**config.mk**
```make
export PLATFORM = sky130hd
export DESIGN_NAME = ax25_hdlc_line_encoder_top
export DESIGN_NICKNAME = d
export VERILOG_FILES = /design/src/sv/ahle_pkg.sv /design/src/sv/ahle_csr.sv /design/src/sv/ahle_bit_seq.sv /design/src/sv/ahle_line_pack.sv /design/src/sv/ax25_hdlc_line_encoder_top.sv
export SDC_FILE = /design/constraint.sdc
export NUM_CORES = 1
export LEC_CHECK = 0
export BUFFER_PORTS_ARGS = -buffer_cell sky130_fd_sc_hd__buf_2
export CAP_MARGIN = 20
export CORE_ASPECT_RATIO = 0.5
export CORE_UTILIZATION = 32
export DETAILED_ROUTE_END_ITERATION = 12
export HOLD_SLACK_MARGIN = 0.08
export MAX_ROUTING_LAYER = met4
export PLACE_DENSITY_LB_ADDON = 0.3
export SLEW_MARGIN = 40
export SYNTH_ARGS = -nofsm -noshare
export SYNTH_HDL_FRONTEND = slang
export SYNTH_SLANG_ARGS = --single-unit
export TNS_END_PERCENT = 5
```
**constraint.sdc**
```tcl
create_clock -name clock -period 4.2 [get_ports clock]
set_input_delay 0.42 -clock clock [delete_from_list [all_inputs] [get_ports clock]]
set_output_delay 0.42 -clock clock [all_outputs]
set_load 0.03 [all_outputs]
```
**src/sv/ahle_pkg.sv**
```systemverilog
// Shared types and constants of the AX.25 HDLC line encoder.
package ahle_pkg;

   // HDLC framing and FCS constants.
   localparam logic [7:0]  HDLC_FLAG = 8'h7E;
   localparam logic [15:0] CRC_POLY  = 16'h8408;
   localparam logic [15:0] CRC_INIT  = 16'hFFFF;
   localparam logic [2:0]  STUFF_RUN_LAST = 3'd4;  // a one after four ones ends a run of five
   localparam logic [4:0]  DATA_CAP  = 5'd25;      // most line bytes sent per request

   // Register indexes on the configuration port.
   localparam logic [1:0] REG_LINE_MODE     = 2'd0;
   localparam logic [1:0] REG_OPENING_FLAGS = 2'd1;
   localparam logic [1:0] REG_CLOSING_FLAGS = 2'd2;
   localparam logic [1:0] REG_OUTPUT_LIMIT  = 2'd3;

   // Request payload.
   typedef struct packed {
      logic [7:0] frame_byte;
      logic       final_byte;
   } req_type;

   // Result payload.
   typedef struct packed {
      logic [7:0]  line_byte;
      logic        byte_valid;
      logic        frame_end;
      logic        overflowed;
      logic [15:0] frame_length;
   } rsp_type;

   // Configuration register contents.
   typedef struct packed {
      logic        line_mode;
      logic [4:0]  opening_flags;
      logic [4:0]  closing_flags;
      logic [15:0] output_limit;
   } cfg_type;

   // Command from the bit sequencer to the line coder and packer.
   typedef enum logic [1:0] {
      OP_NONE,
      OP_BIT,
      OP_FLUSH,
      OP_END
   } op_type;

   typedef struct packed {
      op_type op;
      logic   line_bit;
      logic   frame_start;
      logic   step_start;
   } cmd_type;

endpackage

```
**src/sv/ahle_csr.sv**
```systemverilog
// Configuration register file behind the APB-style port.
module ahle_csr
   import ahle_pkg::*;
(
   input  logic        clock,
   input  logic        reset,
   input  logic        psel,
   input  logic        penable,
   input  logic        pwrite,
   input  logic [3:0]  paddr,
   input  logic [31:0] pwdata,
   output logic [31:0] prdata,
   output logic        pready,
   output cfg_type     cfg
);

   cfg_type cfg_ff, cfg_in;
   logic    wr_en;

   assign pready = 1'b1;
   assign wr_en  = psel && penable && pwrite;
   assign cfg    = cfg_ff;

   // Register write decode.
   always_comb begin
      cfg_in = cfg_ff;
      if (wr_en) begin
         unique case (paddr[3:2])
            REG_LINE_MODE:     cfg_in.line_mode     = pwdata[0];
            REG_OPENING_FLAGS: cfg_in.opening_flags = pwdata[4:0];
            REG_CLOSING_FLAGS: cfg_in.closing_flags = pwdata[4:0];
            REG_OUTPUT_LIMIT:  cfg_in.output_limit  = pwdata[15:0];
            default:           cfg_in = cfg_ff;
         endcase
      end
   end

   always_ff @(posedge clock) begin
      if (reset) begin
         cfg_ff.line_mode     <= 1'b0;
         cfg_ff.opening_flags <= 5'd1;
         cfg_ff.closing_flags <= 5'd1;
         cfg_ff.output_limit  <= 16'hFFFF;
      end else begin
         cfg_ff <= cfg_in;
      end
   end

   // Register read decode.
   always_comb begin
      unique case (paddr[3:2])
         REG_LINE_MODE:     prdata = {31'd0, cfg_ff.line_mode};
         REG_OPENING_FLAGS: prdata = {27'd0, cfg_ff.opening_flags};
         REG_CLOSING_FLAGS: prdata = {27'd0, cfg_ff.closing_flags};
         REG_OUTPUT_LIMIT:  prdata = {16'd0, cfg_ff.output_limit};
         default:           prdata = 32'd0;
      endcase
   end

endmodule

```
**src/sv/ahle_bit_seq.sv**
```systemverilog
// Bit sequencer: flags, stuffed body and FCS bits, one per cycle unless adv holds it, with the CRC.
module ahle_bit_seq
   import ahle_pkg::*;
#(
   parameter int MAX_FLAGS = 16
)
(
   input  logic    clock,
   input  logic    reset,
   input  logic    req_accept,
   input  req_type req_payload,
   input  cfg_type cfg,
   input  logic    adv,
   output logic    busy,
   output cmd_type cmd
);

   localparam int FLAG_W = $clog2(MAX_FLAGS + 1);
   localparam logic [4:0] DATA_BITS = 5'd8;
   localparam logic [4:0] FCS_BITS  = 5'd16;

   typedef enum logic [2:0] {
      S_IDLE,
      S_OPEN,
      S_DATA,
      S_FCS,
      S_CLOSE,
      S_FLUSH,
      S_END
   } state_type;

   state_type         state_ff, state_in;
   logic [15:0]       shift_ff, shift_in;
   logic [4:0]        cnt_ff, cnt_in;
   logic              stuff_ff, stuff_in;
   logic [2:0]        ones_ff, ones_in;
   logic [15:0]       crc_ff, crc_in;
   logic [FLAG_W-1:0] flags_ff, flags_in;
   logic [2:0]        fbit_ff, fbit_in;
   logic              final_ff, final_in;
   logic              in_frame_ff, in_frame_in;
   cmd_type           cmd_in;

   logic [4:0]        lim;
   logic              body_bit;
   logic              body_done;
   logic [FLAG_W-1:0] open_cnt, close_cnt;

   // Clamp a flag count to the largest supported count.
   function automatic logic [FLAG_W-1:0] flag_sat(input logic [4:0] n);
      if (int'(n) > MAX_FLAGS) begin
         return FLAG_W'(MAX_FLAGS);
      end else begin
         return FLAG_W'(n);
      end
   endfunction

   assign open_cnt  = flag_sat(cfg.opening_flags);
   assign close_cnt = flag_sat(cfg.closing_flags);
   assign lim       = (state_ff == S_FCS) ? FCS_BITS : DATA_BITS;
   assign busy      = (state_ff != S_IDLE);
   assign cmd       = cmd_in;

   // Next-state and bit selection.
   always_comb begin
      state_in    = state_ff;
      shift_in    = shift_ff;
      cnt_in      = cnt_ff;
      stuff_in    = stuff_ff;
      ones_in     = ones_ff;
      crc_in      = crc_ff;
      flags_in    = flags_ff;
      fbit_in     = fbit_ff;
      final_in    = final_ff;
      in_frame_in = in_frame_ff;
      cmd_in      = '{op: OP_NONE, line_bit: 1'b0, frame_start: 1'b0, step_start: 1'b0};
      body_bit    = shift_ff[0];
      body_done   = 1'b0;

      unique case (state_ff)
         S_IDLE: begin
            if (req_accept) begin
               shift_in          = {8'd0, req_payload.frame_byte};
               final_in          = req_payload.final_byte;
               cnt_in            = 5'd0;
               stuff_in          = 1'b0;
               cmd_in.step_start = 1'b1;
               state_in          = S_DATA;
               if (!in_frame_ff) begin
                  cmd_in.frame_start = 1'b1;
                  in_frame_in        = 1'b1;
                  ones_in            = 3'd0;
                  crc_in             = CRC_INIT;
                  flags_in           = open_cnt;
                  fbit_in            = 3'd0;
                  if (open_cnt != '0) begin
                     state_in = S_OPEN;
                  end
               end
            end
         end

         S_OPEN, S_CLOSE: begin
            if (adv) begin
               cmd_in.op       = OP_BIT;
               cmd_in.line_bit = HDLC_FLAG[fbit_ff];
               fbit_in         = fbit_ff + 3'd1;
               if (fbit_ff == 3'd7) begin
                  flags_in = flags_ff - FLAG_W'(1);
                  if (flags_ff == FLAG_W'(1)) begin
                     state_in = (state_ff == S_OPEN) ? S_DATA : S_FLUSH;
                  end
               end
            end
         end

         S_DATA, S_FCS: begin
            if (adv) begin
               cmd_in.op = OP_BIT;
               if (stuff_ff) begin
                  // Stuffed zero after a run of five ones.
                  cmd_in.line_bit = 1'b0;
                  stuff_in        = 1'b0;
                  ones_in         = 3'd0;
                  body_done       = (cnt_ff == lim);
               end else begin
                  cmd_in.line_bit = body_bit;
                  shift_in        = {1'b0, shift_ff[15:1]};
                  cnt_in          = cnt_ff + 5'd1;
                  if (state_ff == S_DATA) begin
                     if (crc_ff[0] ^ body_bit) begin
                        crc_in = {1'b0, crc_ff[15:1]} ^ CRC_POLY;
                     end else begin
                        crc_in = {1'b0, crc_ff[15:1]};
                     end
                  end
                  if (body_bit) begin
                     ones_in = ones_ff + 3'd1;
                     if (ones_ff == STUFF_RUN_LAST) begin
                        stuff_in = 1'b1;
                     end
                  end else begin
                     ones_in = 3'd0;
                  end
                  body_done = (cnt_ff == lim - 5'd1) &&
                              !(body_bit && (ones_ff == STUFF_RUN_LAST));
               end

               // End of a body byte or of the FCS.
               if (body_done) begin
                  if (state_ff == S_DATA) begin
                     if (final_ff) begin
                        shift_in = ~crc_in;
                        cnt_in   = 5'd0;
                        state_in = S_FCS;
                     end else begin
                        state_in = S_IDLE;
                     end
                  end else begin
                     flags_in = close_cnt;
                     fbit_in  = 3'd0;
                     state_in = (close_cnt != '0) ? S_CLOSE : S_FLUSH;
                  end
               end
            end
         end

         S_FLUSH: begin
            if (adv) begin
               cmd_in.op = OP_FLUSH;
               state_in  = S_END;
            end
         end

         S_END: begin
            if (adv) begin
               cmd_in.op   = OP_END;
               in_frame_in = 1'b0;
               state_in    = S_IDLE;
            end
         end

         default: state_in = S_IDLE;
      endcase
   end

   always_ff @(posedge clock) begin
      if (reset) begin
         state_ff    <= S_IDLE;
         in_frame_ff <= 1'b0;
         stuff_ff    <= 1'b0;
         ones_ff     <= 3'd0;
         cnt_ff      <= 5'd0;
         fbit_ff     <= 3'd0;
         flags_ff    <= '0;
         crc_ff      <= CRC_INIT;
      end else begin
         state_ff    <= state_in;
         in_frame_ff <= in_frame_in;
         stuff_ff    <= stuff_in;
         ones_ff     <= ones_in;
         cnt_ff      <= cnt_in;
         fbit_ff     <= fbit_in;
         flags_ff    <= flags_in;
         crc_ff      <= crc_in;
      end
      shift_ff <= shift_in;
      final_ff <= final_in;
   end

endmodule

```
**src/sv/ahle_line_pack.sv**
```systemverilog
// Line coder (NRZI or G3RUH scrambler), byte packer and output limit.
module ahle_line_pack
   import ahle_pkg::*;
(
   input  logic    clock,
   input  logic    reset,
   input  cmd_type cmd,
   input  cfg_type cfg,
   output logic    emit,
   output rsp_type result
);

   logic        nrzi_ff, nrzi_in;
   logic [16:0] scr_ff, scr_in;
   logic [7:0]  pack_ff, pack_in;
   logic [2:0]  pos_ff, pos_in;
   logic [15:0] bytes_ff, bytes_in;
   logic        over_ff, over_in;
   logic [4:0]  step_ff, step_in;

   logic        lv;
   logic [7:0]  pack_nxt;
   logic        flush_req;
   logic [7:0]  flush_byte;

   // Coding, packing and result generation for one command.
   always_comb begin
      nrzi_in    = nrzi_ff;
      scr_in     = scr_ff;
      pack_in    = pack_ff;
      pos_in     = pos_ff;
      bytes_in   = bytes_ff;
      over_in    = over_ff;
      step_in    = step_ff;
      lv         = 1'b0;
      pack_nxt   = pack_ff;
      flush_req  = 1'b0;
      flush_byte = pack_ff;
      emit       = 1'b0;
      result     = '0;

      if (cmd.frame_start) begin
         nrzi_in  = 1'b0;
         scr_in   = '0;
         pack_in  = '0;
         pos_in   = '0;
         bytes_in = '0;
         over_in  = 1'b0;
      end
      if (cmd.step_start) begin
         step_in = '0;
      end

      unique case (cmd.op)
         OP_NONE: begin
         end

         OP_BIT: begin
            // The scrambler runs on every bit, even once output is dropped.
            if (cfg.line_mode) begin
               lv     = cmd.line_bit ^ scr_ff[11] ^ scr_ff[16];
               scr_in = {scr_ff[15:0], lv};
            end
            if (!over_ff) begin
               if (bytes_ff >= cfg.output_limit) begin
                  over_in = 1'b1;
               end else begin
                  if (!cfg.line_mode) begin
                     nrzi_in = nrzi_ff ^ ~cmd.line_bit;
                     lv      = nrzi_in;
                  end
                  pack_nxt              = pack_ff;
                  pack_nxt[3'd7 - pos_ff] = lv;
                  if (pos_ff == 3'd7) begin
                     flush_req  = 1'b1;
                     flush_byte = pack_nxt;
                  end else begin
                     pack_in = pack_nxt;
                     pos_in  = pos_ff + 3'd1;
                  end
               end
            end
         end

         OP_FLUSH: begin
            // Send a partly filled last byte, zero padded.
            if ((pos_ff != 3'd0) && !over_ff) begin
               flush_req  = 1'b1;
               flush_byte = pack_ff;
            end
            pack_in = '0;
            pos_in  = '0;
         end

         OP_END: begin
            emit                = 1'b1;
            result.frame_end    = 1'b1;
            result.overflowed   = over_ff;
            result.frame_length = over_ff ? 16'd0 : bytes_ff;
         end
      endcase

      // A full or flushed partial byte goes out unless this request already sent its share.
      if (flush_req) begin
         if (step_ff < DATA_CAP) begin
            emit              = 1'b1;
            result.line_byte  = flush_byte;
            result.byte_valid = 1'b1;
            bytes_in          = bytes_ff + 16'd1;
            step_in           = step_ff + 5'd1;
         end else begin
            over_in = 1'b1;
         end
         pack_in = '0;
         pos_in  = '0;
      end
   end

   always_ff @(posedge clock) begin
      if (reset) begin
         nrzi_ff  <= 1'b0;
         scr_ff   <= '0;
         pack_ff  <= '0;
         pos_ff   <= '0;
         bytes_ff <= '0;
         over_ff  <= 1'b0;
         step_ff  <= '0;
      end else begin
         nrzi_ff  <= nrzi_in;
         scr_ff   <= scr_in;
         pack_ff  <= pack_in;
         pos_ff   <= pos_in;
         bytes_ff <= bytes_in;
         over_ff  <= over_in;
         step_ff  <= step_in;
      end
   end

endmodule

```
**src/sv/ax25_hdlc_line_encoder_top.sv**
```systemverilog
// Top level of the AX.25 HDLC line encoder.
//
//   Channel  Direction  Handshake                 Payload
//   req      in         req_valid / req_stall     req_payload (frame_byte, final_byte)
//   rsp      out        rsp_valid / rsp_stall     rsp_payload (line_byte ... frame_length)
//   csr      in/out     psel, penable, pwrite     paddr, pwdata, prdata, pready
//
// One line bit leaves the bit sequencer per cycle unless the result register
// holds it. A body byte is accepted, then sent as its stuffed bits. The first
// byte of a frame adds the opening flags; the final byte adds the FCS bits, the
// closing flags, a flush of the last partial byte and the end item.
// Reset is synchronous and returns the registers to their defaults and the
// encoder to idle. While the result register is full and rsp_stall is high, the
// sequencer holds; a new request is taken whenever the sequencer is idle.
module ax25_hdlc_line_encoder_top
   import ahle_pkg::*;
#(
   parameter int MAX_FLAGS = 16
)
(
   input  logic        clock,
   input  logic        reset,
   input  logic        req_valid,
   output logic        req_stall,
   input  req_type     req_payload,
   output logic        rsp_valid,
   input  logic        rsp_stall,
   output rsp_type     rsp_payload,
   input  logic        psel,
   input  logic        penable,
   input  logic        pwrite,
   input  logic [3:0]  paddr,
   input  logic [31:0] pwdata,
   output logic [31:0] prdata,
   output logic        pready
);

   cfg_type cfg;
   cmd_type cmd;
   logic    busy;
   logic    adv;
   logic    req_accept;
   logic    emit;
   rsp_type result;

   logic    rsp_valid_ff, rsp_valid_in;
   rsp_type rsp_payload_ff;

   assign req_stall  = busy;
   assign req_accept = req_valid && !busy;
   assign adv        = !rsp_valid_ff || !rsp_stall;

   ahle_csr u_csr (
      .clock   (clock),
      .reset   (reset),
      .psel    (psel),
      .penable (penable),
      .pwrite  (pwrite),
      .paddr   (paddr),
      .pwdata  (pwdata),
      .prdata  (prdata),
      .pready  (pready),
      .cfg     (cfg)
   );

   ahle_bit_seq #(
      .MAX_FLAGS (MAX_FLAGS)
   ) u_bit_seq (
      .clock       (clock),
      .reset       (reset),
      .req_accept  (req_accept),
      .req_payload (req_payload),
      .cfg         (cfg),
      .adv         (adv),
      .busy        (busy),
      .cmd         (cmd)
   );

   ahle_line_pack u_line_pack (
      .clock  (clock),
      .reset  (reset),
      .cmd    (cmd),
      .cfg    (cfg),
      .emit   (emit),
      .result (result)
   );

   // Result register between the packer and the result channel.
   always_comb begin
      rsp_valid_in = rsp_valid_ff;
      if (emit) begin
         rsp_valid_in = 1'b1;
      end else if (!rsp_stall) begin
         rsp_valid_in = 1'b0;
      end
   end

   always_ff @(posedge clock) begin
      if (reset) begin
         rsp_valid_ff <= 1'b0;
      end else begin
         rsp_valid_ff <= rsp_valid_in;
      end
      if (emit) begin
         rsp_payload_ff <= result;
      end
   end

   assign rsp_valid   = rsp_valid_ff;
   assign rsp_payload = rsp_payload_ff;

endmodule
```
[Word-level counts from Yosys, hierarchy flattened]
Memories as Yosys holds them, arrays and structs flattened. A register that Yosys moved wholly into a read port is not among the register bits.
Index checks and enable logic that the tools add are counted.
Storage, ports and cells
  register bits after elaboration: 160
  ROM bits: 8
  input port bits: 52
  output and inout bits: 62
  word-level logic and storage cells: 259
  memories kept: 1
Cells by class
  $add $sub $neg: 9
  $lt $le $gt $ge: 7
  eq/ne operators: 29
  mux-type cells: 140
  bitwise operators: 8
  reduce and logical (&&, ||, !) cells: 38
Memory list
  (name not given): depth 8, bits a word 1, rd ports 1, clocked after memory_dff 1, wr ports 0, line ahle_bit_seq.sv:106  | cmd_in.line_bit = HDLC_FLAG[fbit_ff];
Operators with widths (count)
  two-way mux 16 bit: 18
  case mux 32 bit (4 select lines): 1
  two-way mux 5 bit: 19
  two-way mux 3 bit: 26
  two-way mux 8 bit: 8
  case mux 16 bit (2 select lines): 2
  two-way mux 17 bit: 3
  two-way mux 1 bit: 40
  equality test 3 bit (second input constant): 6
  two-way mux 18 bit: 1
  adder 16 x 1 -> 16 bit (second input constant): 1
  greater-or-equal comparator 16 bit: 1
  two-way mux 2 bit: 8
  inverter 16 bit: 1
  case mux 8 bit (2 select lines): 1
  AND reduction 8 bit: 2
  case mux 3 bit (5 select lines): 1
  case mux 5 bit (3 select lines): 1
  != test 2 bit (second input constant): 7
  case mux 3 bit (2 select lines): 2
  AND reduction 2 bit: 6
  adder 5 x 1 -> 5 bit (second input constant): 2
  equality test 5 bit: 2
  > comparator 5 bit (second input constant): 2
  33 further kinds: 70

[Longest topological paths before layout]
Gate-level depths: netlist of the first run.
  depth after elaboration: 15
  depth in mapped cells: 17
  gate-level depth less buffers: 13

[Modules after synthesis]
From an unflattened synthesis of the first run, not the netlist that was laid out.
Unflattened totals
  cells, all modules: 1010
  area, all modules: 9131.3 um^2
Modules (own cells, without submodules)
  ahle_bit_seq: times used 1, cells an instance 396, area an instance 3479.6 um^2, seq. area each 1271.2 um^2
  ahle_line_pack: times used 1, cells an instance 425, area an instance 3363.2 um^2, seq. area each 1021.0 um^2
  ahle_csr: times used 1, cells an instance 157, area an instance 1438.9 um^2, seq. area each 540.5 um^2
  ax25_hdlc_line_encoder_top: times used 1, cells an instance 32, area an instance 849.6 um^2, seq. area each 830.8 um^2

[Least setup slack after synthesis of the first run]
OpenSTA, ideal clock, no wires.
  path type: flip-flop to flip-flop
  from: register u_bit_seq.state_ff[1]
  to: register rsp_payload_ff (netlist bit rsp_payload[0]) (enable)
  library setup time: 367 ps
  arrival time: 3469 ps
  data required time: 3833 ps
  slack: 364 ps
  stages on the path, launching flop included: 17
  buffers on the path: 4
  period minus slack after synthesis: 3836 ps
  cell sequence: dfxtp_1 > buf_4 > clkbuf_1 > clkbuf_1 > xor2_1 > nand3_1 > inv_1 > ha_1 > nor4bb_1 > o211ai_1 > nor3_1 > o21ai_1 > nand2_1 > nand2_1 > inv_2 > buf_2 > or2_2
Between the ends
  word-level cells in the longest chain between the ends: 7
  elaborated cells between the ends (all ways): 16
  classes of those cells: eq/ne (9); mux (5); reduce/logical (2)
RTL lines
  from (decl): line ahle_bit_seq.sv:32  | state_type state_ff, state_in;
  from (signal assigned): line ahle_bit_seq.sv:198  | state_ff <= state_in;
  equality test 3 x 2 -> 1 bit, or another cell as far along: line ahle_bit_seq.sv:80  | unique case (state_ff)
  OR reduction 2 bit: line ahle_bit_seq.sv:80
  case mux 2 bit (4 select lines) (*): line ahle_bit_seq.sv:80
  equality test 2 bit: line ahle_line_pack.sv:54  | unique case (cmd.op)
  two-way mux 1 bit: line ahle_line_pack.sv:54
  two-way mux 1 bit: line ahle_line_pack.sv:105  | if (step_ff < DATA_CAP) begin
  two-way mux 1 bit (*): line ahle_line_pack.sv:104  | if (flush_req) begin
  net emit: line ax25_hdlc_line_encoder_top.sv:43  | logic emit;
  to (signal assigned): line ax25_hdlc_line_encoder_top.sv:105  | rsp_payload_ff <= result;
  to (decl): line ax25_hdlc_line_encoder_top.sv:47  | rsp_type rsp_payload_ff;
Mark *: on every way through the listed nets, which the timed path passes. The rest lies on a longest branch.
A chain may end at the register's enable or synchronous reset.

[Final worst setup path of the first run]
  from: register u_bit_seq.state_ff[0]
  to: register rsp_payload_ff (netlist bit rsp_payload[7]) (enable)
The elaborated chain is that of the path after synthesis.

==> results of run 1 <==
==> flip-flops by register name, summed over array words and instances, names as in the netlist, 5 cells and up, named ones only <==
signal                cells
u_line_pack.pack_ff       8
u_csr.cfg                27
u_bit_seq.flags_ff        5
u_bit_seq.cnt_ff          5
u_bit_seq.shift_ff       16
u_line_pack.bytes_ff     16
u_line_pack.scr_ff       17
rsp_payload              27
u_bit_seq.crc_ff         16
u_line_pack.step_ff       5
==> power by group through the flow <==
stage / Sequential (mW) / Combinational, mW / Clock, mW
2_1_floorplan: 1.89 / 1.13 / 0
3_3_place_gp: 1.93 / 1.41 / 0
3_5_place_dp: 1.94 / 1.45 / 0
4_1_cts: 1.90 / 1.46 / 1.67
5_1_grt: 1.93 / 1.62 / 1.75
6_report: 1.91 / 1.46 / 1.64
==> final timing paths <==
kind | startpoint | endpoint | slack, ns | cells after the start
worst min register to register | u_line_pack.scr_ff[3]$_SDFF_PP0_ | u_line_pack.scr_ff[4]$_SDFF_PP0_ | 0.45 | 2
worst max-delay path | u_bit_seq.state_ff[0]$_SDFFE_PP0P_ | rsp_payload[7]$_SDFFCE_PP0P_ | 0.64 | 13
worst max register to register | u_bit_seq.state_ff[0]$_SDFFE_PP0P_ | rsp_payload[7]$_SDFFCE_PP0P_ | 0.64 | 13
worst min-delay path | pwdata[8] | u_csr.cfg[8]$_SDFFE_PP1P_ | 0.18 | 2
==> placed cells by master, fill, tap and decap left out, drive strengths merged, types with 5 or more instances in the layout <==
cell type    n
a32oi        6
xor2         8
o211ai      10
inv         37
a21oi       70
edfxtp      44
nand3b       9
nor3b        6
mux2i       27
or3          8
clkinv       5
nor3        28
and3         6
or2          6
a221o        6
o22ai       15
ha          32
nand3       46
nand2b      25
a211o       19
xnor2        8
and2        29
a211oi      10
clkbuf      25
nand2      115
buf         93
nor2b       14
mux2        10
conb        17
nor2       107
nand4        8
a31oi        7
dfxtp      117
o21ai       38
==> critical path: stages (launching register included) <==
cell	delay, ns
dfxtp_1	0.33
buf_4	0.28
xor2_1	0.18
nand3_1	0.16
inv_1	0.12
ha_1	0.28
nor4bb_1	0.39
o211ai_1	0.14
nor3_1	0.16
o21ai_1	0.12
nand2_1	0.10
nand2_1	0.24
inv_2	0.12
or2_2	0.58
==> layer usage <==
layer / vias to the layer above / GRT usage, % / wire length (um)
li1: 3671 / - / -
met1: 3510 / 20.1 / 9960
met2: 157 / 26.4 / 10500
met3: 17 / 2.78 / 848
met4: 0 / 4.28 / 196
met5: - / - / 0
==> metrics by stage <==
step	setup slack, ns	instances	hold slack (ns)	util, %
3_5_place_dp	0.674	1392	0.447	35.1
6_report	0.642	1425	0.183	37.5
5_1_grt	0.293	1425	0.173	37.5
2_1_floorplan	0.364	1028	0.432	-
4_1_cts	0.649	1424	0.174	37.5
3_3_place_gp	0.740	1392	0.440	35.0
==> layout make-up <==
class	count	area (um^2)	area share, %
repair buffers	94	510	5.13
flip-flops and latches	161	3660	36.8
well taps	352	440	4.43
inverters	35	131	1.32
clock buffers	24	546	5.48
clock inverters	8	86.3	0.868
multi-input cells	751	4570	46.0
==> cells by family after synthesis <==
kind of cell               share of synthesized area (%)
buffers and inverters                               6.01
adders and majority gates                           4.73
and+or+nand+nor                                     23.7
DFF                                                 42.2
muxes                                               4.67
AOI/OAI and AO/OA                                   16.9
other                                             0.0865
xor gates and xnor gates                            1.70
==> results.json, run 1 <==
{
  "status": "finished clean",
  "finalInstanceArea_um2": 9950,
  "drtIter0Drc": 547,
  "synthTopCellsByCount": "117 x dfxtp_1, 115 x nand2_1, 107 x nor2_1, 69 x a21oi_1, 48 x clkbuf_1",
  "coreArea_um2": 26500,
  "async_reset_ff_share_pct": 0,
  "ctsResizeCount": 0,
  "p_sw_mw": 1.74,
  "synth_top_area_share_pct": 27.0,
  "via_count": 7355,
  "cts_sinks": 161,
  "grt-ovfl-total": 0,
  "drtAntennaViolNets": 0,
  "comb_power_share_pct": 29.2,
  "grt_pass1_vias": 6779,
  "p_per_area_nw_per_um2": 504,
  "yosysSeqAreaShare_pct": 42.2,
  "io_buffer_count": 78,
  "place_congestion": 0.843,
  "vdd_drop_max_mv": 0.328,
  "cap_violations": 0,
  "start_util_pct": 32.7,
  "clkTransAtPathRegs_ns": 0.07,
  "max_slew.worst_pin.slew_ns": 0.881,
  "dp_hpwl_um": 14800,
  "cts_tree": "built",
  "yosysTopAreaCell": "dfxtp_1",
  "ys_top_cells_by_area": "dfxtp_1 27%, edfxtp_1 15%, nand2_1 5.0%",
  "fin_tns_setup_ns": 0,
  "synth_edf_count": 44,
  "area_growth_pct": 14.6,
  "layout-drive-gt1-share_pct": 14.1,
  "cts_buffers": 17,
  "hold_viol_final": 0,
  "dr.pass1.iters": 6,
  "post-route-drc-count": 0,
  "slew_viol_final": 0,
  "grt_pass1_wl_um": 35000,
  "place_area_um2": 9310,
  "fin_skew_ns": 0.0168,
  "min_period_ns": 3.56,
  "cellLeakagePower_nw": 3.72,
  "p_seq_share_pct": 38.0,
  "die_h_um": 118,
  "clock-root-buffer": "clkbuf_16",
  "grt_usage_pct": 15.9,
  "fin_crit_sh_pct": 84.7,
  "cts_setup_buffers": 0,
  "clock_path_buffers": 2,
  "die_area_um2": 27800,
  "end_kind": "register",
  "ys_seq_elements": 161,
  "num_antenna_cells": 0,
  "clock_power_share_pct": 32.7,
  "arrival_ns": 3.62,
  "htreeDepth": 4,
  "grt_max_degree": 50,
  "internal_power_mw": 3.27,
  "fin_nets": 1144,
  "worstSetupPathType": "register to register",
  "antenna_found_initial": 0,
  "rsz0062_at_grt": "no",
  "relSlewSlack_pct": 41.3,
  "synth_most_common_cell": "dfxtp_1",
  "ys_types": 73,
  "fillers": 2681,
  "synth_cells": 1013,
  "insertion_delay_ns": 0.43,
  "synth_ff_type": "dfxtp_1",
  "p_sw_share_pct": 34.8,
  "crit_required_ns": 4.26,
  "die_w_um": 235,
  "row_count": 42,
  "cp_max_fo": 27,
  "postCtsHoldBufs": 0,
  "routed_wl_um": 21500,
  "finalSetupViolCount": 0,
  "pin_count": 114,
  "syn_area_um2": 8680,
  "clock.fmax_mhz": 281,
  "report.power.total_mw": 5.01,
  "post_drt_wl_per_cell_um": 15.1,
  "hold_path_class": "input port to register",
  "syn_avg_cell_area_um2": 8.57,
  "vias_per_cell": 5.16,
  "ys_warn_count": 0,
  "cp-start-kind": "register"
}
Power figures use the tool's default switching activity.
==> run 2: changes to the inputs <==
- clock period: 4.2 -> 2.95 ns (I/O delays scaled with it)
==> run 2 against run 1 <==
  * Via count rose by 0.91%
  * Sequential power rose by 41%
  * Clock-buffer cell count is 7 lower
  * Clock power is 41% higher
  * Routed wire length grew 2.2%
  * First-iteration DRC count down 3.8%
  * Critical path depth fell by 1
  * Global-route usage rose by 0.46 points
  * Worst setup slack worse by 0.45 ns
  * Total power increased by 44%
  * Sequential cell count unchanged
  * Largest cell class unchanged
==> results.json, run 2 (synthesis results as in run 1) <==
{
  "layout-drive-gt1-share_pct": 16.5,
  "fillers": 2648,
  "grt_pass1_vias": 6875,
  "cts_buffers": 17,
  "fin_tns_setup_ns": 0,
  "comb_power_share_pct": 30.7,
  "antenna_found_initial": 0,
  "clock_path_buffers": 2,
  "crit_required_ns": 3.09,
  "cap_violations": 0,
  "io_buffer_count": 78,
  "area_growth_pct": 18.2,
  "grt_pass1_wl_um": 35800,
  "multi_input_area_um2": 4620,
  "clock.fmax_mhz": 362,
  "slew_viol_final": 0,
  "worstSetupPathType": "register to register",
  "finalSetupViolCount": 0,
  "slowest_stage": "or3_4",
  "clock-root-buffer": "clkbuf_16",
  "dp_hpwl_um": 15400,
  "hold_viol_final": 0,
  "place_congestion": 0.885,
  "clock_power_share_pct": 32.0,
  "post_drt_wl_per_cell_um": 15.1,
  "p_sw_mw": 2.53,
  "status": "finished clean",
  "dr.pass1.iters": 5,
  "max_slew.worst_pin.slew_ns": 0.751,
  "cp_max_fo": 16,
  "cp-start-kind": "register",
  "p_sw_share_pct": 35.0,
  "post-route-drc-count": 0,
  "die_area_um2": 27800,
  "fin_ws_ns": 0.188,
  "rsz0062_at_grt": "no",
  "arrival_ns": 2.91,
  "layout_common_cells": "116 x dfxtp_1, 113 x nand2_1, 106 x nor2_1",
  "critPathMaxStageDelay_ns": 0.40,
  "num_antenna_cells": 0,
  "grt_usage_pct": 16.4,
  "cellLeakagePower_nw": 3.86,
  "fin_crit_sh_pct": 93.6,
  "insertion_delay_ns": 0.43,
  "regArea_um2": 3660,
  "vias_per_cell": 5.09,
  "worstPathCellList": "or3_4 > nand3_2 > ha_4 > nor4bb_2 > o211ai_1 > nor3_1 > o21ai_1 > nand2_2 > nand2_4 > inv_4 > or2_4 > buf_12",
  "critical-path-top-delay-family": "simple AND/OR/NAND/NOR gates",
  "internal_power_mw": 4.70,
  "via_count": 7422,
  "end_kind": "register",
  "crit_buf_inv": 2,
  "pin_count": 114,
  "start_util_pct": 32.7,
  "htreeDepth": 4,
  "drtIter0Drc": 526,
  "die_h_um": 118,
  "row_count": 42,
  "vdd_drop_max_mv": 0.510,
  "relSlewSlack_pct": 49.9,
  "cts_setup_buffers": 0,
  "drtAntennaViolNets": 0,
  "hold_path_class": "input port to register",
  "place_ws_ns": -0.0278,
  "grt-ovfl-total": 0,
  "final_common_cell": "dfxtp_1",
  "fin_nets": 1176,
  "fin_skew_ns": 0.00820,
  "cts_sinks": 161,
  "coreArea_um2": 26500,
  "min_period_ns": 2.76,
  "p_per_area_nw_per_um2": 704,
  "clkTransAtPathRegs_ns": 0.07,
  "routed_wl_um": 21900,
  "grt_max_degree": 33,
  "die_w_um": 235,
  "p_seq_share_pct": 37.3,
  "cts_tree": "built"
}
==> run 2: final timing paths <==
path	start	end	slack (ns)	depth (start not counted)
setup / recovery	u_bit_seq.state_ff[2]$_SDFFE_PP0P_	rsp_payload[3]$_SDFFCE_PP0P_	0.19	12
hold / removal	pwdata[3]	u_csr.cfg[3]$_SDFFE_PP1P_	0.11	2
setup reg to reg	u_bit_seq.state_ff[2]$_SDFFE_PP0P_	rsp_payload[3]$_SDFFCE_PP0P_	0.19	12
hold reg to reg	u_line_pack.scr_ff[8]$_SDFF_PP0_	u_line_pack.scr_ff[9]$_SDFF_PP0_	0.45	2
==> run 2: power by group through the flow <==
stage          clock network [mW]  logic, mW  registers [mW]
3_3_place_gp                    0       2.14            2.73
6_report                     2.31       2.22            2.69
5_1_grt                      2.45       2.47            2.72
2_1_floorplan                   0       1.68            2.70
3_5_place_dp                    0       2.19            2.74
4_1_cts                      2.36       2.21            2.69
==> run 2: metrics by stage <==
step / area (um^2) / power (mW) / instances / hold slack, ns / util (%)
after floorplan: 8830 / 4.37 / 1028 / 0.394 / -
after global placement: 9510 / 4.87 / 1412 / 0.435 / 35.8
after detailed placement: 9510 / 4.93 / 1412 / 0.443 / 35.8
after CTS: 10200 / 7.27 / 1456 / 0.0903 / 38.6
after global routing: 10300 / 7.65 / 1457 / 0.107 / 38.7
final: 10300 / 7.23 / 1457 / 0.107 / 38.7
==> run 2: metal layers <==
layer,vias up,track usage (%),wire [um]
li1,3742,-,-
met1,3539,21.5,10600
met2,120,26.1,10400
met3,21,3.04,709
met4,0,4.32,223
met5,-,-,0
==> run 2: layout make-up <==
type / count / area share [%]
clock inverters: 15 / 1.77
clock buffers: 17 / 4.14
multi-input cells: 751 / 45.0
flip-flops and latches: 161 / 35.7
repair buffers: 126 / 7.83
well taps: 352 / 4.29
inverters: 35 / 1.30
==> run 2: timing repair <==
action / CTS / global route
endpoints found under the setup margin: 11 / 59
endpoints found under the hold margin: 12 / 0
gates resized for setup: 1 / 4
pin swaps: 0 / 0
hold buffers: 12 / 0
